$ cat src/cdiv_pkg.sv
// Package for the complex divider: widths, status codes and the beat types
// that travel along the ratio and quotient cell chains. No dependencies.
package cdiv_pkg;

  // Operand format: signed Q16.16.
  localparam int DATA_W     = 32;
  localparam int FRAC_BITS  = 16;
  // The ratio of the smaller to the larger denominator part carries 30 fraction bits.
  localparam int RATIO_FRAC = 30;
  localparam int RATIO_W    = RATIO_FRAC + 1;
  // Products and sums of the scaled terms.
  localparam int WIDE_W     = 2 * DATA_W;
  localparam int MAG_W      = WIDE_W - 1;
  // Quotient bits produced by the long division, and the bits held in the dividend window.
  localparam int QUOT_W     = MAG_W + FRAC_BITS - RATIO_FRAC;
  localparam int HEAD_W     = QUOT_W - FRAC_BITS;
  // Pipeline length: input stage, ratio cells, multiply, add, magnitude, quotient cells, output.
  localparam int LATENCY    = 1 + RATIO_FRAC + 3 + QUOT_W + 1;

  // Status codes.
  localparam logic [1:0] STAT_OK   = 2'd0;
  localparam logic [1:0] STAT_ZERO = 2'd1;
  localparam logic [1:0] STAT_SAT  = 2'd2;

  // One beat in the ratio division chain.
  typedef struct packed {
    logic              valid;
    logic              zero;
    logic              swap;
    logic              neg_r;
    logic [DATA_W-1:0] nr;
    logic [DATA_W-1:0] ni;
    logic [DATA_W-1:0] pivot;
    logic [DATA_W-1:0] other;
    logic [DATA_W-1:0] big;
    logic [DATA_W-1:0] rem;
    logic [RATIO_W-1:0] q;
  } ratio_beat_t;

  // One beat after the products are formed.
  typedef struct packed {
    logic              valid;
    logic              zero;
    logic              swap;
    logic [DATA_W-1:0] nr;
    logic [DATA_W-1:0] ni;
    logic [DATA_W-1:0] pivot;
    logic [WIDE_W-1:0] p_den;
    logic [WIDE_W-1:0] p_ni;
    logic [WIDE_W-1:0] p_nr;
  } mul_beat_t;

  // One beat after the scaled denominator and numerator terms are summed.
  typedef struct packed {
    logic              valid;
    logic              zero;
    logic [WIDE_W-1:0] den;
    logic [WIDE_W-1:0] tr;
    logic [WIDE_W-1:0] ti;
  } sum_beat_t;

  // One beat in the quotient division chain, both parts side by side.
  typedef struct packed {
    logic              valid;
    logic              zero;
    logic              neg_re;
    logic              neg_im;
    logic [MAG_W-1:0]  d;
    logic [MAG_W-1:0]  rem_re;
    logic [MAG_W-1:0]  rem_im;
    logic [QUOT_W-1:0] dvd_re;
    logic [QUOT_W-1:0] dvd_im;
    logic [QUOT_W-1:0] q_re;
    logic [QUOT_W-1:0] q_im;
  } quot_beat_t;

endpackage

$ cat src/cdiv_ratio_cell.sv
// One cell of the ratio divider: produces one quotient bit of small / big.
// Depends on cdiv_pkg.
module cdiv_ratio_cell
  import cdiv_pkg::*;
(
  input  logic        clk,
  input  logic        rst_n,
  input  ratio_beat_t beat_i,
  output ratio_beat_t beat_o
);

  logic [DATA_W:0] sh;
  logic            ge;
  ratio_beat_t     beat_nxt;
  ratio_beat_t     beat_r;

  // Shift the partial remainder and try a subtraction of the divisor.
  always_comb begin
    sh       = {beat_i.rem, 1'b0};
    ge       = sh >= {1'b0, beat_i.big};
    beat_nxt = beat_i;
    if (ge) begin
      beat_nxt.rem = DATA_W'(sh - {1'b0, beat_i.big});
    end else begin
      beat_nxt.rem = sh[DATA_W-1:0];
    end
    beat_nxt.q = {beat_i.q[RATIO_W-2:0], ge};
  end

  // Cell register; only the valid bit is reset.
  always_ff @(posedge clk) begin
    beat_r <= beat_nxt;
    if (!rst_n) begin
      beat_r.valid <= 1'b0;
    end
  end

  assign beat_o = beat_r;

  // The remainder stays below the divisor for every live beat.
  a_rem_below_big: assert property (@(posedge clk) disable iff (!rst_n)
    (beat_r.valid && !beat_r.zero) |-> (beat_r.rem < beat_r.big))
    else $error("ratio remainder not below divisor");

endmodule

$ cat config.mk
export PLATFORM = sky130hd
export DESIGN_NAME = cdiv_ratio_cell
export DESIGN_NICKNAME = d
export VERILOG_FILES = /design/src/cdiv_pkg.sv /design/src/cdiv_ratio_cell.sv
export SDC_FILE = /design/constraint.sdc
export NUM_CORES = 1
export LEC_CHECK = 0
export BUFFER_PORTS_ARGS = -buffer_cell sky130_fd_sc_hd__buf_2
export CORE_AREA = 10 10 168 170
export DETAILED_ROUTE_END_ITERATION = 10
export DIE_AREA = 0 0 178 180
export PLACE_DENSITY = 0.71
export SLEW_MARGIN = 10
export SYNTH_ARGS = -nofsm -noshare
export SYNTH_HDL_FRONTEND = slang
export SYNTH_SLANG_ARGS = --single-unit
$ cat constraint.sdc
create_clock -name clk -period 2.95 [get_ports clk]
set_input_delay 0.295 -clock clk [delete_from_list [all_inputs] [get_ports clk]]
set_output_delay 0.295 -clock clk [all_outputs]
set_load 0.05 [all_outputs]
==> summary by stage <==
Finish
For this run, the post-layout net count is 1,511. After routing the design area is about 0.013 mm². The area overhead of the layout relative to synthesis is 83.2%. The fraction of layout instances using a drive strength above 1 is a little under half.

The register with the most flip-flops in the layout has about 230 of them. For this run, the number of standard cells in the final layout without fillers is 1,601.

Worst setup path
The worst endpoint data arrival time is ~3300 ps. At the worst endpoint, the required time is about 3400 ps. The startpoint class of the critical path is a primary input. The maximum net fanout on the critical path is 5. STA classifies the critical path endpoint as a flip-flop.

The critical path start-end classification is in2reg.

Power
Of the total power, registers draw ~39%. Of the total power, the share spent switching nets is 31.5%. The worst-case IR drop observed on VDD is 472 µV. The clock network fraction of design power is a little over a third. The internal power component is slightly below 0.006 W. The leakage power summed over all cells is 6.32 nW. Of the total power, combinational logic draws around 26%. The power density over cell area is about 700 mW/mm². The switching power total is 0.00275 W. The design draws 0.00872 W.

Die
The floorplan die height is 180 µm. The initialized floorplan defines 58 standard-cell rows. The floorplan step defined a die boundary enclosing about 0.032 mm².

The I/O pin total is between 400 and 500. The die is roughly 180 µm wide. The initial core utilization is about 28%. In this run the standard cell core region covers roughly 0.025 mm².

Routing
For this run, design rule violations remaining after detail routing come to 0. The first detailed-routing pass ran for 6 iterations. After detailed routing, the met2 layer carries 17,300 µm of wire. For this block, the initial DRC count from the detailed router was approximately 340. The detailed-routing wirelength on met1 is approximately 12,000 µm.

The routed design has around 34,000 µm of wire. The average routed wire per standard cell is approximately 21 µm. The final route contains between 6,000 and 7,000 vias. The via density per instance is 4.28. The total met3 wirelength after detailed routing is a little under 3000 µm. The uppermost metal layer occupied by signal nets is met5.

The detail route stage leaves a number of antenna-violating nets equal to 0.

Clock network
In this run, CTS created clock tree buffers numbering 25. The H-tree depth reported by CTS is 1. The worst-case clock buffer depth is 3. The buffer cell driving the clock tree root is sky130_fd_sc_hd__clkbuf_16. The clock-pin slew of the registers on the worst-case setup and hold paths is 60 ps. The TritonCTS sink count is 227.

The CTS tree is done.

Worst hold path
The tightest min-delay check is of the in2reg type.

Run status
The run finished with clean final reports.

Synthesis
The Yosys step of the flow raised 0 warnings. By count the netlist is led by sky130_fd_sc_hd__dfxtp_1 (227), sky130_fd_sc_hd__inv_1 (35), sky130_fd_sc_hd__ha_1 (32). The share of synthesized registers carrying an async set or reset is 0%. The distinct cell type count of the synthesized netlist is 56. The mapped netlist covers between 0.006 and 0.007 mm². The synthesized design contains 0 enable-type register cells. The cell taking the most area after synthesis is sky130_fd_sc_hd__dfxtp_1. In the post-synthesis netlist, the cell with the most instances is sky130_fd_sc_hd__dfxtp_1. The most used flip-flop cell after synthesis is sky130_fd_sc_hd__dfxtp_1. For this run, the register share of the synthesized area comes to about two thirds.

The share of synthesized area in the top cell type comes to 65.2%. The per-instance average area after synthesis is roughly 13 µm². In the post-synthesis netlist, the biggest area contributors are sky130_fd_sc_hd__dfxtp_1 (65%), sky130_fd_sc_hd__ha_1 (5.7%), sky130_fd_sc_hd__mux2_4 (4.1%). The total of flip-flops plus latches after synthesis is around 230. When the netlist entered floorplanning its net count stood at 810. Synthesis produced 548 cells.

Timing
The number of endpoints with negative hold slack in the final report is 0. The fraction of the cycle the final worst path needs is 97.0%. Setup violations remaining at the end of the flow were counted as 0. The minimum clock period is around 2900 ps. The transition time of the tightest slew-check pin is approximately 530 ps. The number of max-slew violations in the final report came to 0. The timing-limited maximum frequency is 0.349 GHz.

Measured against its own limit, the worst slew margin works out to 64.7%. The sum of negative setup slack is 0 ps.

Placement
The final weighted congestion in routability-driven placement is about 0.96. The count of buffers inserted at the top-level ports is around 450. The total instance count after detailed placement is about 1,400. Summed over all nets, the half-perimeter wirelength after detailed placement is between 20,000 and 30,000 µm.

The instance area at placement is slightly below 0.01 mm².

Global routing
The largest net degree at the start of global routing is 29. The number of global-route vias before repair came to 7,421. The first global-routing pass estimated 48,700 µm of wire. The total global routing track utilization is approximately a fifth. The initial antenna violation count came to 11. After global routing the overflow that remains totals 0.

Run
The max-capacitance violation count is 0.
[critical path, stage by stage]
cell	delay, ps
sky130_fd_sc_hd__dlygate4sd3_1	520
sky130_fd_sc_hd__buf_2	100
sky130_fd_sc_hd__inv_1	40
sky130_fd_sc_hd__ha_1	330
sky130_fd_sc_hd__and2_1	190
sky130_fd_sc_hd__nand4_1	180
sky130_fd_sc_hd__or4_1	540
sky130_fd_sc_hd__o22a_1	230
sky130_fd_sc_hd__and3_4	290
sky130_fd_sc_hd__buf_4	190
sky130_fd_sc_hd__o41ai_2	340
[kinds of logic (layout without fill, tap and decap cells)]
family	count (synthesis)	in the layout	share of synthesized area, %
flops	227	227	65.2
simple gates	83	83	6.39
buf+inv	49	764	3.45
mux	29	29	5.67
fa+ha+maj	33	33	6.03
xor+xnor	25	25	3.14
other cells	0	8	0
compound gates	102	102	10.1
[final timing paths]
check / from / endpoint / slack, ps / cells past startpoint
worst min-delay path: beat_i[72] / beat_o[72]$_DFF_P_ / 20 / 1
worst max-delay path: beat_i[91] / beat_o[62]$_DFF_P_ / 90 / 11
[power by group through the flow]
stage	sequential, W	clock [W]	combinational (W)
final	0.00336	0.00311	0.00225
after global routing	0.00338	0.00330	0.00236
after CTS	0.00336	0.00318	0.00221
after detailed placement	0.00343	0	0.00198
after global placement	0.00342	0	0.00196
after floorplan	0.00428	0	0.000495
[per-stage QoR]
stage	hold WS (ps)	util [%]	setup WS [ps]
2_1_floorplan	323	-	88.2
3_5_place_dp	399	39.4	-89.2
5_1_grt	13.9	51.2	-7.91
3_3_place_gp	397	39.4	-24.1
4_1_cts	1.44	50.5	14.5
6_report	22.7	51.3	88.1
[area by class of cell]
type                    count  area, µm²
repair inverters            3       36.3
well taps                 330        413
fillers                  2143      12100
repair buffers            684       4500
inverters                  36        161
clock buffers              31        678
clock inverters            10        131
flip-flops and latches    227       4540
multi-input cells         272       2280
diodes                      8       20.0
[placed cells by master (no fill, tap or decap), drive strengths merged, types with 14 or more instances in the layout]
cell,instances
nand2,15
inv,38
dlygate4sd3,193
xnor2,14
buf,488
dfxtp,227
nor2,18
o21ai,20
a21o,15
clkbuf,31
a21oi,24
ha,32
mux2,27
[repair_timing]
item,4_1_cts,5_1_grt
resized for setup,0,26
hold endpoints to repair,195,0
setup endpoints to repair,0,29
hold buffers,196,0
buffers inserted,0,3
[layer usage]
layer  vias to the layer above  track usage (%)
li1                       3291                -
met1                      3183             20.8
met2                       296             35.6
met3                        75             6.87
met4                         6             9.24
met5                         -                0
(Power assumes the default switching activity.)
