`src/cdiv_pkg.sv`:
```
// Package for the complex divider: widths, status codes and the beat types
// that travel along the ratio and quotient cell chains. No dependencies.
package cdiv_pkg;

  // Operand format: signed Q16.16.
  localparam int DATA_W     = 32;
  localparam int FRAC_BITS  = 16;
  // The ratio of the smaller to the larger denominator part carries 30 fraction bits.
  localparam int RATIO_FRAC = 30;
  localparam int RATIO_W    = RATIO_FRAC + 1;
  // Products and sums of the scaled terms.
  localparam int WIDE_W     = 2 * DATA_W;
  localparam int MAG_W      = WIDE_W - 1;
  // Quotient bits produced by the long division, and the bits held in the dividend window.
  localparam int QUOT_W     = MAG_W + FRAC_BITS - RATIO_FRAC;
  localparam int HEAD_W     = QUOT_W - FRAC_BITS;
  // Pipeline length: input stage, ratio cells, multiply, add, magnitude, quotient cells, output.
  localparam int LATENCY    = 1 + RATIO_FRAC + 3 + QUOT_W + 1;

  // Status codes.
  localparam logic [1:0] STAT_OK   = 2'd0;
  localparam logic [1:0] STAT_ZERO = 2'd1;
  localparam logic [1:0] STAT_SAT  = 2'd2;

  // One beat in the ratio division chain.
  typedef struct packed {
    logic              valid;
    logic              zero;
    logic              swap;
    logic              neg_r;
    logic [DATA_W-1:0] nr;
    logic [DATA_W-1:0] ni;
    logic [DATA_W-1:0] pivot;
    logic [DATA_W-1:0] other;
    logic [DATA_W-1:0] big;
    logic [DATA_W-1:0] rem;
    logic [RATIO_W-1:0] q;
  } ratio_beat_t;

  // One beat after the products are formed.
  typedef struct packed {
    logic              valid;
    logic              zero;
    logic              swap;
    logic [DATA_W-1:0] nr;
    logic [DATA_W-1:0] ni;
    logic [DATA_W-1:0] pivot;
    logic [WIDE_W-1:0] p_den;
    logic [WIDE_W-1:0] p_ni;
    logic [WIDE_W-1:0] p_nr;
  } mul_beat_t;

  // One beat after the scaled denominator and numerator terms are summed.
  typedef struct packed {
    logic              valid;
    logic              zero;
    logic [WIDE_W-1:0] den;
    logic [WIDE_W-1:0] tr;
    logic [WIDE_W-1:0] ti;
  } sum_beat_t;

  // One beat in the quotient division chain, both parts side by side.
  typedef struct packed {
    logic              valid;
    logic              zero;
    logic              neg_re;
    logic              neg_im;
    logic [MAG_W-1:0]  d;
    logic [MAG_W-1:0]  rem_re;
    logic [MAG_W-1:0]  rem_im;
    logic [QUOT_W-1:0] dvd_re;
    logic [QUOT_W-1:0] dvd_im;
    logic [QUOT_W-1:0] q_re;
    logic [QUOT_W-1:0] q_im;
  } quot_beat_t;

endpackage

```
`src/cdiv_quot_cell.sv`:
```
// One cell of the quotient divider: produces one bit of each quotient part.
// Depends on cdiv_pkg.
module cdiv_quot_cell
  import cdiv_pkg::*;
(
  input  logic       clk,
  input  logic       rst_n,
  input  quot_beat_t beat_i,
  output quot_beat_t beat_o
);

  logic [MAG_W:0] sh_re;
  logic [MAG_W:0] sh_im;
  logic           ge_re;
  logic           ge_im;
  quot_beat_t     beat_nxt;
  quot_beat_t     beat_r;

  // Bring in the next dividend bit and try a subtraction, for both parts.
  always_comb begin
    sh_re    = {beat_i.rem_re, beat_i.dvd_re[QUOT_W-1]};
    sh_im    = {beat_i.rem_im, beat_i.dvd_im[QUOT_W-1]};
    ge_re    = sh_re >= {1'b0, beat_i.d};
    ge_im    = sh_im >= {1'b0, beat_i.d};
    beat_nxt = beat_i;
    beat_nxt.rem_re = ge_re ? MAG_W'(sh_re - {1'b0, beat_i.d}) : sh_re[MAG_W-1:0];
    beat_nxt.rem_im = ge_im ? MAG_W'(sh_im - {1'b0, beat_i.d}) : sh_im[MAG_W-1:0];
    beat_nxt.dvd_re = {beat_i.dvd_re[QUOT_W-2:0], 1'b0};
    beat_nxt.dvd_im = {beat_i.dvd_im[QUOT_W-2:0], 1'b0};
    beat_nxt.q_re   = {beat_i.q_re[QUOT_W-2:0], ge_re};
    beat_nxt.q_im   = {beat_i.q_im[QUOT_W-2:0], ge_im};
  end

  // Cell register; only the valid bit is reset.
  always_ff @(posedge clk) begin
    beat_r <= beat_nxt;
    if (!rst_n) begin
      beat_r.valid <= 1'b0;
    end
  end

  assign beat_o = beat_r;

  // Both remainders stay below the divisor for every live beat.
  a_rem_below_d: assert property (@(posedge clk) disable iff (!rst_n)
    (beat_r.valid && !beat_r.zero) |-> (beat_r.rem_re < beat_r.d && beat_r.rem_im < beat_r.d))
    else $error("quotient remainder not below divisor");

endmodule

```
`config.mk`:
```
export PLATFORM = sky130hd
export DESIGN_NAME = cdiv_quot_cell
export DESIGN_NICKNAME = d
export VERILOG_FILES = /design/src/cdiv_pkg.sv /design/src/cdiv_quot_cell.sv
export SDC_FILE = /design/constraint.sdc
export NUM_CORES = 1
export LEC_CHECK = 0
export BUFFER_PORTS_ARGS = -buffer_cell sky130_fd_sc_hd__buf_2
export CAP_MARGIN = 10
export CORE_AREA = 4 4 306 308
export DETAILED_ROUTE_END_ITERATION = 10
export DIE_AREA = 0 0 310 312
export HOLD_SLACK_MARGIN = 0.08
export PLACE_DENSITY = 0.42
export REMOVE_ABC_BUFFERS = 1
export SLEW_MARGIN = 25
export SYNTH_ARGS = -nofsm -noshare
export SYNTH_HDL_FRONTEND = slang
export SYNTH_SLANG_ARGS = --single-unit
```
`constraint.sdc`:
```
create_clock -name clk -period 3.3 [get_ports clk]
set_clock_uncertainty 0.2 [all_clocks]
set_input_delay 0.33 -clock clk [delete_from_list [all_inputs] [get_ports clk]]
set_output_delay 0.33 -clock clk [all_outputs]
set_load 0.05 [all_outputs]
```
==> run summary, run 1 <==
Once the floorplan was initialized, standard cells occupied 18.5% of the core. The floorplan step defined a die boundary enclosing 96700 sq um. The final reports fail on negative hold slack.

Walking the worst path, the cells encountered are dlygate4sd3_1 > buf_2 > ha_1 > buf_4 > buf_4 > nand4_1 > or3_1 > nor3_1 > nand2_1 > o211a_1 > o31a_4 > inv_1 > mux2_2. The slew at the pin closest to its max-slew limit was 606 ps; the share of the core filled with cells in the final layout was 35.0%. The global-route usage over all layers came out at 18.6%.

The run finished, with violations left. The clock transition at the registers of the reported paths is 60 ps, and the static leakage is 15.3 nW. Counting stages on the worst path, the most repeated cell is sky130_fd_sc_hd__buf_4.

For the final routed database, the setup TNS stands at 0 ps. The first detailed-routing pass ran for 5 iterations. The register with the most flip-flops in the layout has 387 of them. Power spread over the standard cell area amounts to 541 nW/um^2.

The initial antenna violation count was 25; the number of warnings issued by yosys was 0. The die extent in x is 310 um. The worst setup path is of the in -> reg kind. The run gives 0 as the number of pins exceeding their max-slew limit in the final report. The worst path required time was 3610 ps; the first-pass GRT wire length was 133000 um. The post-synthesis area per instance works out to 9.09 sq um. Across all layers, the routed design uses 19800 vias. After detailed routing, the average wire length per cell comes to 20.2 um.

The clock tree root driver cell was sky130_fd_sc_hd__clkbuf_16. The DRC violations left was 0; the number of distinct standard cells referenced by the synthesized netlist was 67. In this run the worst path has a maximum fanout of 5. The run gives 111 as the floorplan row count. In this design, the stage delay of the slowest critical-path cell is 560 ps. After the flow finishes, the layout carries non-filler instances totaling 4755. The congestion estimate from routability-driven global placement came to 0.893. For the number of buffers between clock root and the deepest sink, the log shows 3.

The H-tree was split into 2 levels. The HPWL after detailed placement is 77800 um. The cell area after placement is 25500 sq um, and the total number of nets in the final design is 4033. The worst hold path class is in -> reg. The fraction of final layout cells with drive strength greater than 1 works out to 39.7%. The worst hold slack after final layout is -313 ps.

TritonCTS built the clock tree. The count of nets left with antenna violations once routing finished came out at 0. The number of global-route vias before repair is 20400, and the total of max-cap violations is 0. The post-detailed-route via-to-cell ratio was 4.17. The number of I/O port buffers is 775. From synthesis to final layout, the design area changed by 89.1%. The run gives 3520 ps as the data arrival at the endpoint of the critical path. The worst ir drop on vdd came out at 0.361 mV. Setup repair after global routing could not meet its margin everywhere.

Sorting the synthesized cells by area gives the leading types as sky130_fd_sc_hd__dfxtp_1 46%, sky130_fd_sc_hd__ha_1 9.3%, sky130_fd_sc_hd__o21ai_0 5.9%. In this run the count of I/O pins placed on the die edge is 780. The final hold violation count was 3; the post-synthesis register bit count was 387. The routed design could run at a clock period as short as 3210 ps. For this block, the routed nets add up to 95800 um of wire. Kind of start point of the critical path: an input port. Sequential elements use 45.9% of the synthesized area.

The gate family responsible for the most delay along the worst path is buffers and inverters. Endpoint type of the worst setup path: a register. The cell area after layout came out at 31900 sq um.

CTS saw 387 sinks. Fraction of the cycle the final worst path needs: 97.3%. The share of synthesized area in the top cell type comes to 45.9%. The logs give 59.2% for the relative slew slack and 4219 for the number of instances in the placed design. Of all flip-flops after synthesis, the portion carrying an async set or reset was 0%. For this run the aggregate overflow at the end of global routing stands at 0.

Entering global routing, the biggest net connects 64 pins. The dominant cell type by area after synthesis is sky130_fd_sc_hd__dfxtp_1. The netlist area before placement is 16900 sq um, and the vertical die dimension is 312 um. The main flop type after synthesis is sky130_fd_sc_hd__dfxtp_1.

Highest-delay cell along the critical path: sky130_fd_sc_hd__dlygate4sd3_1. The core region is 91100 sq um. Setup violations remaining at the end of the flow were counted as 0. The number of clock buffers inserted by TritonCTS came out at 51. Post-synthesis cell count: 1856. The first routing iteration left 1069 violations. The critical path buffer and inverter count works out to 5.

The number of enable-type register cells in the synthesized netlist came out at 0. For the maximum achievable frequency, the log shows 311 MHz.
## per-layer routing
metal	vias to the layer above	wire length, um	share of wire (%)	GRT usage (%)
li1	9868	-	-	-
met4	8	3990	4.2	7.07
met1	9169	38600	40	21.4
met5	-	49	0.051	0
met2	625	47600	50	33.4
met3	136	5590	5.8	4.03
## synthesized netlist by cell type (13+ instances only)
cell,n
sky130_fd_sc_hd__nor2b_1,13
sky130_fd_sc_hd__a211oi_1,18
sky130_fd_sc_hd__o31ai_1,15
sky130_fd_sc_hd__nand2_1,231
sky130_fd_sc_hd__a21o_1,62
sky130_fd_sc_hd__o21ai_0,200
sky130_fd_sc_hd__dfxtp_1,387
sky130_fd_sc_hd__a21oi_1,158
sky130_fd_sc_hd__nand3_1,24
sky130_fd_sc_hd__nand4_1,37
sky130_fd_sc_hd__nor3_1,24
sky130_fd_sc_hd__clkbuf_1,57
sky130_fd_sc_hd__nor2_1,81
sky130_fd_sc_hd__nand2b_1,15
sky130_fd_sc_hd__ha_1,126
sky130_fd_sc_hd__xor2_1,48
sky130_fd_sc_hd__inv_1,95
sky130_fd_sc_hd__xnor2_1,68
sky130_fd_sc_hd__o21bai_1,29
sky130_fd_sc_hd__o21a_1,13
## cell type report
cell class | count | area [sq um]
fill | 9459 | 59200
timing repair buffer | 1675 | 11900
multi-input combinational | 1303 | 8630
sequential | 387 | 7750
tap | 1186 | 1480
clock buffer | 65 | 1380
clock inverter | 29 | 388
inverter | 96 | 368
antenna | 14 | 35.0
## cells by family (layout without fill, tap and decap cells)
kind of cell	Yosys count	count (layout)	synth area share (%)
AND/OR/NAND/NOR	473	473	12.8
flip-flops	387	387	45.9
adder cells (fa/ha/maj)	128	128	9.59
XOR/XNOR	116	116	6.02
buffers and inverters	167	1865	4.12
multiplexers	13	13	0.853
other	1	16	0.0222
AO/OA/AOI/OAI	571	571	20.7
## cells in the final DEF (no fill, tap or decap), drive strengths merged, types with 18 or more instances in the layout
cell,count
buf,1262
nor3,24
nand4,37
nor2,81
o21ai,206
xnor2,68
nand3,24
a211oi,18
dfxtp,387
clkbuf,70
inv,99
dlygate4sd3,408
a21o,62
xor2,48
ha,126
nand2,231
a21oi,158
o21bai,29
## report_power, final
group	internal [W]	switching [W]
clock	0.00341	0.00236
sequential	0.00518	0.000162
combinational	0.00222	0.00392
## stage by stage
| step | worst slack (ps) | total power, W | hold WS [ps] |
|---|---|---|---|
| floorplan | -1540 | 0.00871 | 158 |
| global placement | -541 | 0.0111 | 232 |
| finish | 88.9 | 0.0173 | -313 |
| global route | -6.21 | 0.0181 | -352 |
| CTS | 6.94 | 0.0174 | -368 |
| detailed placement | -583 | 0.0111 | 234 |
## worst paths after layout
path | start | endpoint | slack [ps] | cells past startpoint
worst max-delay path | beat_i[246] | beat_o[214] | 90 | 13
worst min-delay path | beat_i[322] | beat_o[322] | -310 | 1
## timing repair
action / CTS / global route
hold buffers: 402 / 6
setup buffers: 0 / 15
setup endpoints to repair: 0 / 67
endpoints found under the hold margin: 385 / 9
gates resized for setup: 0 / 46
Note: power is estimated with default switching activity, not from simulation.
==> inputs of run 2 (changes only) <==
Settings changed: RECOVER_POWER set to 100.
==> run 2 against run 1 <==
  * The run still ends with negative hold slack left
  * Setup slack better by 2.9 ps
  * Final cell count hardly changed
  * Non-clock buffer count stayed put
  * Combinational power hardly changed
  * Core utilization is 0.056 points lower
  * Wire length hardly changed
  * Critical path depth is 2 higher
  * Maximum frequency hardly changed
  * Die area stayed put
  * Sequential cell count stayed put
  * Via count is 0.22% lower
  * Critical endpoint is now beat_o[305]
  * Largest cell class unchanged
  * Largest power group unchanged
==> run summary, run 2 (synthesis results as in run 1) <==
For the last weighted congestion value of the routability-driven placer, the log shows 0.893 (unchanged). The tools report the global routing usage on met3 as 4.03% (unchanged). Total number of nets in the final design: 4033 (unchanged).

The number of flip-flops under the largest register name was 387 (unchanged). The run gives -276 ps (was -313 ps) as the worst hold slack after final layout. For the initial cell density of the core, the log shows 18.5% (unchanged).

Most common cell after layout, fill and taps aside: sky130_fd_sc_hd__buf_2 (unchanged). The number of H-tree branching levels is 2 (unchanged), and the global-route track usage on met2 is 33.4% (unchanged). The sum of overflow across all layers after global routing was 0 (unchanged); the relative slew slack was 57.6% (was 59.2%). The power density of the placed cells is 542 nW/um^2 (was 541 nW/um^2), and the worst path required time is 3610 ps (about the same). The tools report the endpoint type of the worst setup path as a register (unchanged). TritonCTS built the clock tree. For the part of the power in the clock network, the log shows 33.5% (was 33.4%). Post-detailed-route via-to-cell ratio: 4.15 (was 4.17). The data arrival at the endpoint of the critical path is 3520 ps (about the same), and the number of vias after detailed routing is 19800 (about the same). The tools report the sum of net half-perimeters after detailed placement as 77800 um (unchanged). The flow ran to the end, but the final reports show violations. The tools report the share of the core filled with cells in the final layout as 35.0% (about the same). The fraction of power consumed by combinational cells was 35.6% (about the same). The setup violation total in the final timing report came out at 0 (unchanged). The maximum net fanout on the critical path was 7 (was 5); the cell area after layout was 31800 sq um (was 31900 sq um). The post-synthesis to final-layout area growth is 88.8% (was 89.1%). The clock transition at the registers of the reported paths is 60 ps (about the same). For the number of optimization iterations in the first detailed-route pass, the log shows 5 (unchanged). The worst ir drop on vdd was 0.361 mV (about the same); the routed wire length per instance was 20.1 um (was 20.2 um).

The fraction of final layout cells with drive strength greater than 1 was 38.4% (was 39.7%); the cell area after placement was 25500 sq um (unchanged). The fraction of the cycle the final worst path needs is 97.2% (was 97.3%), and the internal portion of total power is 0.0108 W (about the same). The logs give 0 (unchanged) for the total of max-cap violations and 95800 um (about the same) for the routed wire length. The first-pass GRT wire length came out at 133000 um (unchanged). The fraction of power spent switching nets was 37.4% (was 37.3%); the slew at the pin closest to its max-slew limit was 630 ps (was 606 ps).

The maximum achievable frequency was 312 MHz (was 311 MHz). The time the worst path needs with I/O delays and setup is 3210 ps (about the same), and the number of pins exceeding their max-slew limit in the final report is 0 (unchanged). The DRC violations left is 0 (unchanged). The global-route usage over all layers is 18.6% (unchanged), and the number of buffers between clock root and the deepest sink is 3 (unchanged). Floorplan row count: 111 (unchanged).

The floorplan core area came out at 91100 sq um (unchanged). For the remaining antenna violation count after routing, the log shows 0 (unchanged). Static leakage: 15.2 nW (was 15.3 nW). The die extent in x was 310 um (unchanged); the number of top-level design ports was 780 (unchanged). The vertical die dimension is 312 um (unchanged), and the area of the die is 96700 sq um (unchanged).

Clock tree root driver cell: sky130_fd_sc_hd__clkbuf_16 (unchanged). Highest-count cells in the layout ignoring fill and taps: 728 x sky130_fd_sc_hd__buf_2, 477 x sky130_fd_sc_hd__buf_4, 408 x sky130_fd_sc_hd__dlygate4sd3_1 (was 775 x sky130_fd_sc_hd__buf_2, 477 x sky130_fd_sc_hd__buf_4, 408 x sky130_fd_sc_hd__dlygate4sd3_1). Critical path start-end classification: in -> reg (unchanged). Worst hold path class: in -> reg (unchanged). The initial antenna violation count was 25 (unchanged); the final hold violation count was 3 (unchanged). Setup repair after global routing could not meet its margin everywhere.

The run gives 0.00645 W (was 0.00644 W) as the net switching power. The number of I/O port buffers was 775 (unchanged); the number of global-route vias before repair was 20400 (unchanged). Met1 capacity usage during global routing: 21.4% (unchanged).

The relative contribution of sequential cells to total power came out at 31.0% (about the same). The run gives 387 (unchanged) as the sink count of the clock tree. Violated checks: negative hold slack (unchanged). The tools report the kind of start point of the critical path as an input port (unchanged).

The tools report the largest net degree at the start of global routing as 64 (unchanged). The number of clock buffers inserted by TritonCTS is 51 (unchanged). The run gives 1169 (was 1069) as the detailed router's first-iteration violation count.

Most used routing layer: met2 (unchanged).
==> run 2: per-layer routing <==
metal  wire length [um]  vias up
met5                 56        -
met4               4130        8
met3               5580      139
met2              47500      597
met1              38600     9154
li1                   -     9865
==> run 2: path summary, 6_finish.rpt <==
| path | from | to | slack, ps | cells past startpoint |
|---|---|---|---|---|
| worst max-delay path | beat_i[371] | beat_o[305] | 90 | 15 |
| worst min-delay path | beat_i[195] | beat_o[259] | -280 | 3 |
==> run 2: stage by stage <==
stage	hold WS, ps	setup TNS (ps)	instances	setup WS (ps)	power (W)
finish	-276	0	4757	91.8	0.0173
CTS	-368	0	4715	6.94	0.0174
detailed placement	234	-48470	4219	-583	0.0111
global placement	232	-49920	4219	-541	0.0111
floorplan	158	-138160	1786	-1540	0.00871
global route	-292	-6.60	4749	-6.21	0.0180
==> run 2: power by group through the flow <==
| stage | logic, W | registers [W] | clock network [W] |
|---|---|---|---|
| 2_1_floorplan | 0.00150 | 0.00721 | 0 |
| 3_3_place_gp | 0.00566 | 0.00545 | 0 |
| 3_5_place_dp | 0.00564 | 0.00544 | 0 |
| 4_1_cts | 0.00605 | 0.00535 | 0.00598 |
| 5_1_grt | 0.00651 | 0.00538 | 0.00616 |
| 6_report | 0.00614 | 0.00535 | 0.00577 |
==> run 2: final cells by class <==
class | count | area [sq um]
Inverter | 96 | 368
Antenna cell | 16 | 40.0
Tap cell | 1186 | 1480
Clock inverter | 29 | 388
Clock buffer | 65 | 1380
Multi-Input combinational cell | 1303 | 8630
Fill cell | 9495 | 59300
Sequential cell | 387 | 7750
Timing Repair Buffer | 1675 | 11800
==> run 2: repair_timing <==
item	in CTS	in global routing
endpoints found under the setup margin	0	67
buffers inserted	0	15
hold endpoints to repair	385	9
hold buffers	402	6
resized for setup	0	46
==> run 2: worst max-delay path, cell delays in order <==
cell	delay, ps
sky130_fd_sc_hd__dlygate4sd3_1	540
sky130_fd_sc_hd__buf_2	150
sky130_fd_sc_hd__inv_1	140
sky130_fd_sc_hd__ha_1	280
sky130_fd_sc_hd__a21oi_2	180
sky130_fd_sc_hd__o21ai_0	150
sky130_fd_sc_hd__nand3_1	110
sky130_fd_sc_hd__a21oi_1	70
sky130_fd_sc_hd__or2_2	290
sky130_fd_sc_hd__a211oi_1	250
sky130_fd_sc_hd__nand2_1	130
sky130_fd_sc_hd__a41oi_4	320
sky130_fd_sc_hd__buf_12	170
sky130_fd_sc_hd__and3b_1	180
sky130_fd_sc_hd__a32o_1	240
==> inputs of run 3 (changes only) <==
Settings changed: REMOVE_ABC_BUFFERS 1 to not set.
==> run 3 against run 2 <==
  * The run still ends with negative hold slack left
  * Final cell count decreased by 1.3%
  * Global-route usage increased by 1.6 points
  * Combinational power is 2% lower
  * Cell area decreased by 2.1%
  * Die area is the same
  * Non-clock buffer count is 64 lower
  * Maximum frequency is 2.3% lower
  * Wire length is 8.0% higher
  * Hold slack improved by 23 ps
  * Sequential cell count stayed put
  * Critical path depth shrank 2
  * Sequential power about the same
  * Largest power group unchanged
==> run summary, run 3 (synthesis results as in run 1) <==
The tools report the area of the die as 96700 sq um (unchanged). Number of I/O port buffers: 775 (unchanged). The sum of overflow across all layers after global routing is 0 (unchanged). The sink count of the clock tree is 387 (unchanged), and the worst hold slack after final layout is -253 ps (was -276 ps).

The final hold violation count is 2 (was 3), and the setup violation total in the final timing report is 0 (unchanged). Most common cell after layout, fill and taps aside: sky130_fd_sc_hd__clkbuf_1 (was sky130_fd_sc_hd__buf_2). Violated checks: negative hold slack (unchanged). The post-synthesis to final-layout area growth came out at 84.8% (was 88.8%).

The share of the core filled with cells in the final layout was 34.2% (was 35.0%); the sum of net half-perimeters after detailed placement was 86200 um (was 77800 um). Vertical die dimension: 312 um (unchanged). Highest-count cells in the layout ignoring fill and taps: 430 x sky130_fd_sc_hd__clkbuf_1, 424 x sky130_fd_sc_hd__buf_4, 387 x sky130_fd_sc_hd__dfxtp_1 (was 728 x sky130_fd_sc_hd__buf_2, 477 x sky130_fd_sc_hd__buf_4, 408 x sky130_fd_sc_hd__dlygate4sd3_1). The number of global-route vias before repair came out at 20400 (about the same). The run gives 34.6% (was 35.6%) as the fraction of power consumed by combinational cells. The die extent in x works out to 310 um (unchanged).

The flow ran to the end, but the final reports show violations. The initial antenna violation count is 33 (was 25), and the number of H-tree branching levels is 2 (unchanged). The slew at the pin closest to its max-slew limit is 990 ps (was 630 ps), and the area taken by multi-input logic gates is 8850 sq um (was 8630 sq um).

The number of buffers between clock root and the deepest sink came out at 3 (unchanged). The clock transition at the registers of the reported paths is 60 ps (about the same). The number of flip-flops under the largest register name was 387 (unchanged); the worst path required time was 3600 ps (was 3610 ps).

The last weighted congestion value of the routability-driven placer was 0.879 (was 0.893). The data arrival at the endpoint of the critical path was 3590 ps (was 3520 ps). The number of vias after detailed routing is 19400 (was 19800), and the power density of the placed cells is 557 nW/um^2 (was 542 nW/um^2). The number of optimization iterations in the first detailed-route pass came out at 5 (unchanged).

The floorplan core area is 91100 sq um (unchanged). The fraction of power spent switching nets was 37.7% (was 37.4%). The critical path start-end classification was in -> reg (unchanged).

The routed wire length was 103000 um (was 95800 um); the part of the power in the clock network was 34.6% (was 33.5%). The clock tree root driver cell was sky130_fd_sc_hd__clkbuf_16 (unchanged). The logs give 111 (unchanged) for the floorplan row count and 0 (unchanged) for the number of pins exceeding their max-slew limit in the final report.

For the static leakage, the log shows 14.0 nW (was 15.2 nW). The maximum net fanout on the critical path came out at 7 (unchanged). The area used by sequential logic in the layout was 7750 sq um (unchanged); the routed wire length per instance was 22.0 um (was 20.1 um). The initial cell density of the core was 18.5% (unchanged); the final-layout fill cell count was 9717 (was 9495).

The tools report the kind of start point of the critical path as an input port (unchanged). The setup TNS was 0 ps (unchanged); the total of max-cap violations was 0 (unchanged). The run gives 795 (was 1169) as the detailed router's first-iteration violation count.

Maximum achievable frequency: 305 MHz (was 312 MHz). The first-pass GRT wire length is 141000 um (was 133000 um). The tools report the DRC violations left as 0 (unchanged). For the total number of nets in the final design, the log shows 3969 (was 4033). For the internal portion of total power, the log shows 0.0108 W (about the same).

The worst hold path class is in -> reg (unchanged). The net switching power was 0.00654 W (was 0.00645 W); the relative slew slack was 34.3% (was 57.6%). The post-layout instance count excluding filler cells is 4693 (was 4757). The post-detailed-route via-to-cell ratio is 4.14 (was 4.15), and the relative contribution of sequential cells to total power is 30.9% (was 31.0%). Number of instances in the placed design: 4181 (was 4219).

The number of clock buffers inserted by TritonCTS was 51 (unchanged); the fraction of the cycle the final worst path needs was 99.5% (was 97.2%). Setup repair after global routing could not meet its margin everywhere. The time the worst path needs with I/O delays and setup came out at 3280 ps (was 3210 ps). The global-route usage over all layers is 20.2% (was 18.6%), and the number of top-level design ports is 780 (unchanged).

Largest net degree at the start of global routing: 48 (was 64). The endpoint type of the worst setup path is a register (unchanged). The fraction of final layout cells with drive strength greater than 1 was 28.1% (was 38.4%); the worst ir drop on vdd was 0.311 mV (was 0.361 mV).

TritonCTS built the clock tree. Remaining antenna violation count after routing: 0 (unchanged).
## run 3: cell type report
| class | instances | share of cell area [%] |
|---|---|---|
| clock buffers | 66 | 4.60 |
| repair buffers | 1611 | 34.8 |
| inverters | 96 | 1.18 |
| diodes | 15 | 0.120 |
| well taps | 1186 | 4.76 |
| multi-input cells | 1303 | 28.4 |
| clock inverters | 29 | 1.22 |
| flip-flops and latches | 387 | 24.9 |
## run 3: power by group through the flow
stage / Combinational, W / Clock, W / Sequential, W
3_3_place_gp: 0.00566 / 0 / 0.00544
6_report: 0.00600 / 0.00599 / 0.00536
3_5_place_dp: 0.00565 / 0 / 0.00544
2_1_floorplan: 0.00153 / 0 / 0.00721
5_1_grt: 0.00640 / 0.00638 / 0.00540
4_1_cts: 0.00606 / 0.00621 / 0.00535
## run 3: worst max-delay path, cell delays in order
cell,delay [ps]
sky130_fd_sc_hd__dlygate4sd3_1,540
sky130_fd_sc_hd__buf_2,140
sky130_fd_sc_hd__clkinvlp_4,180
sky130_fd_sc_hd__ha_2,360
sky130_fd_sc_hd__a21oi_2,150
sky130_fd_sc_hd__nor2_1,90
sky130_fd_sc_hd__buf_4,150
sky130_fd_sc_hd__or4_1,520
sky130_fd_sc_hd__a21o_1,200
sky130_fd_sc_hd__a41oi_4,280
sky130_fd_sc_hd__buf_12,200
sky130_fd_sc_hd__and3b_1,180
sky130_fd_sc_hd__a32o_1,250
## run 3: worst paths after layout
check         from          end  slack [ps]  cells after the start
max    beat_i[357]  beat_o[305]          20                     13
min    beat_i[195]  beat_o[259]        -250                      3
## run 3: stage by stage
stage                     power, W  instance area, sq um  hold slack (ps)  worst slack (ps)
after floorplan            0.00874                 16900              158              1.55
after global placement      0.0111                 25300              233              -679
after detailed placement    0.0111                 25300              234              -652
after CTS                   0.0176                 30900             -323              1.04
after global routing        0.0182                 31100             -286             -21.0
final                       0.0173                 31200             -253              18.0
## run 3: routing by layer
| metal | GRT usage [%] | share of wire, % | vias up |
|---|---|---|---|
| met1 | 21.4 | 37 | 8970 |
| met5 | 0 | 0.20 | - |
| met4 | 5.43 | 3.6 | 32 |
| met3 | 5.42 | 6.5 | 151 |
| li1 | - | - | 9751 |
| met2 | 38.8 | 52 | 533 |
## run 3: timing repair
action,CTS,global route
hold endpoints to repair,385,15
buffers inserted,0,8
setup endpoints to repair,0,82
resized for setup,0,111
hold buffers,381,14
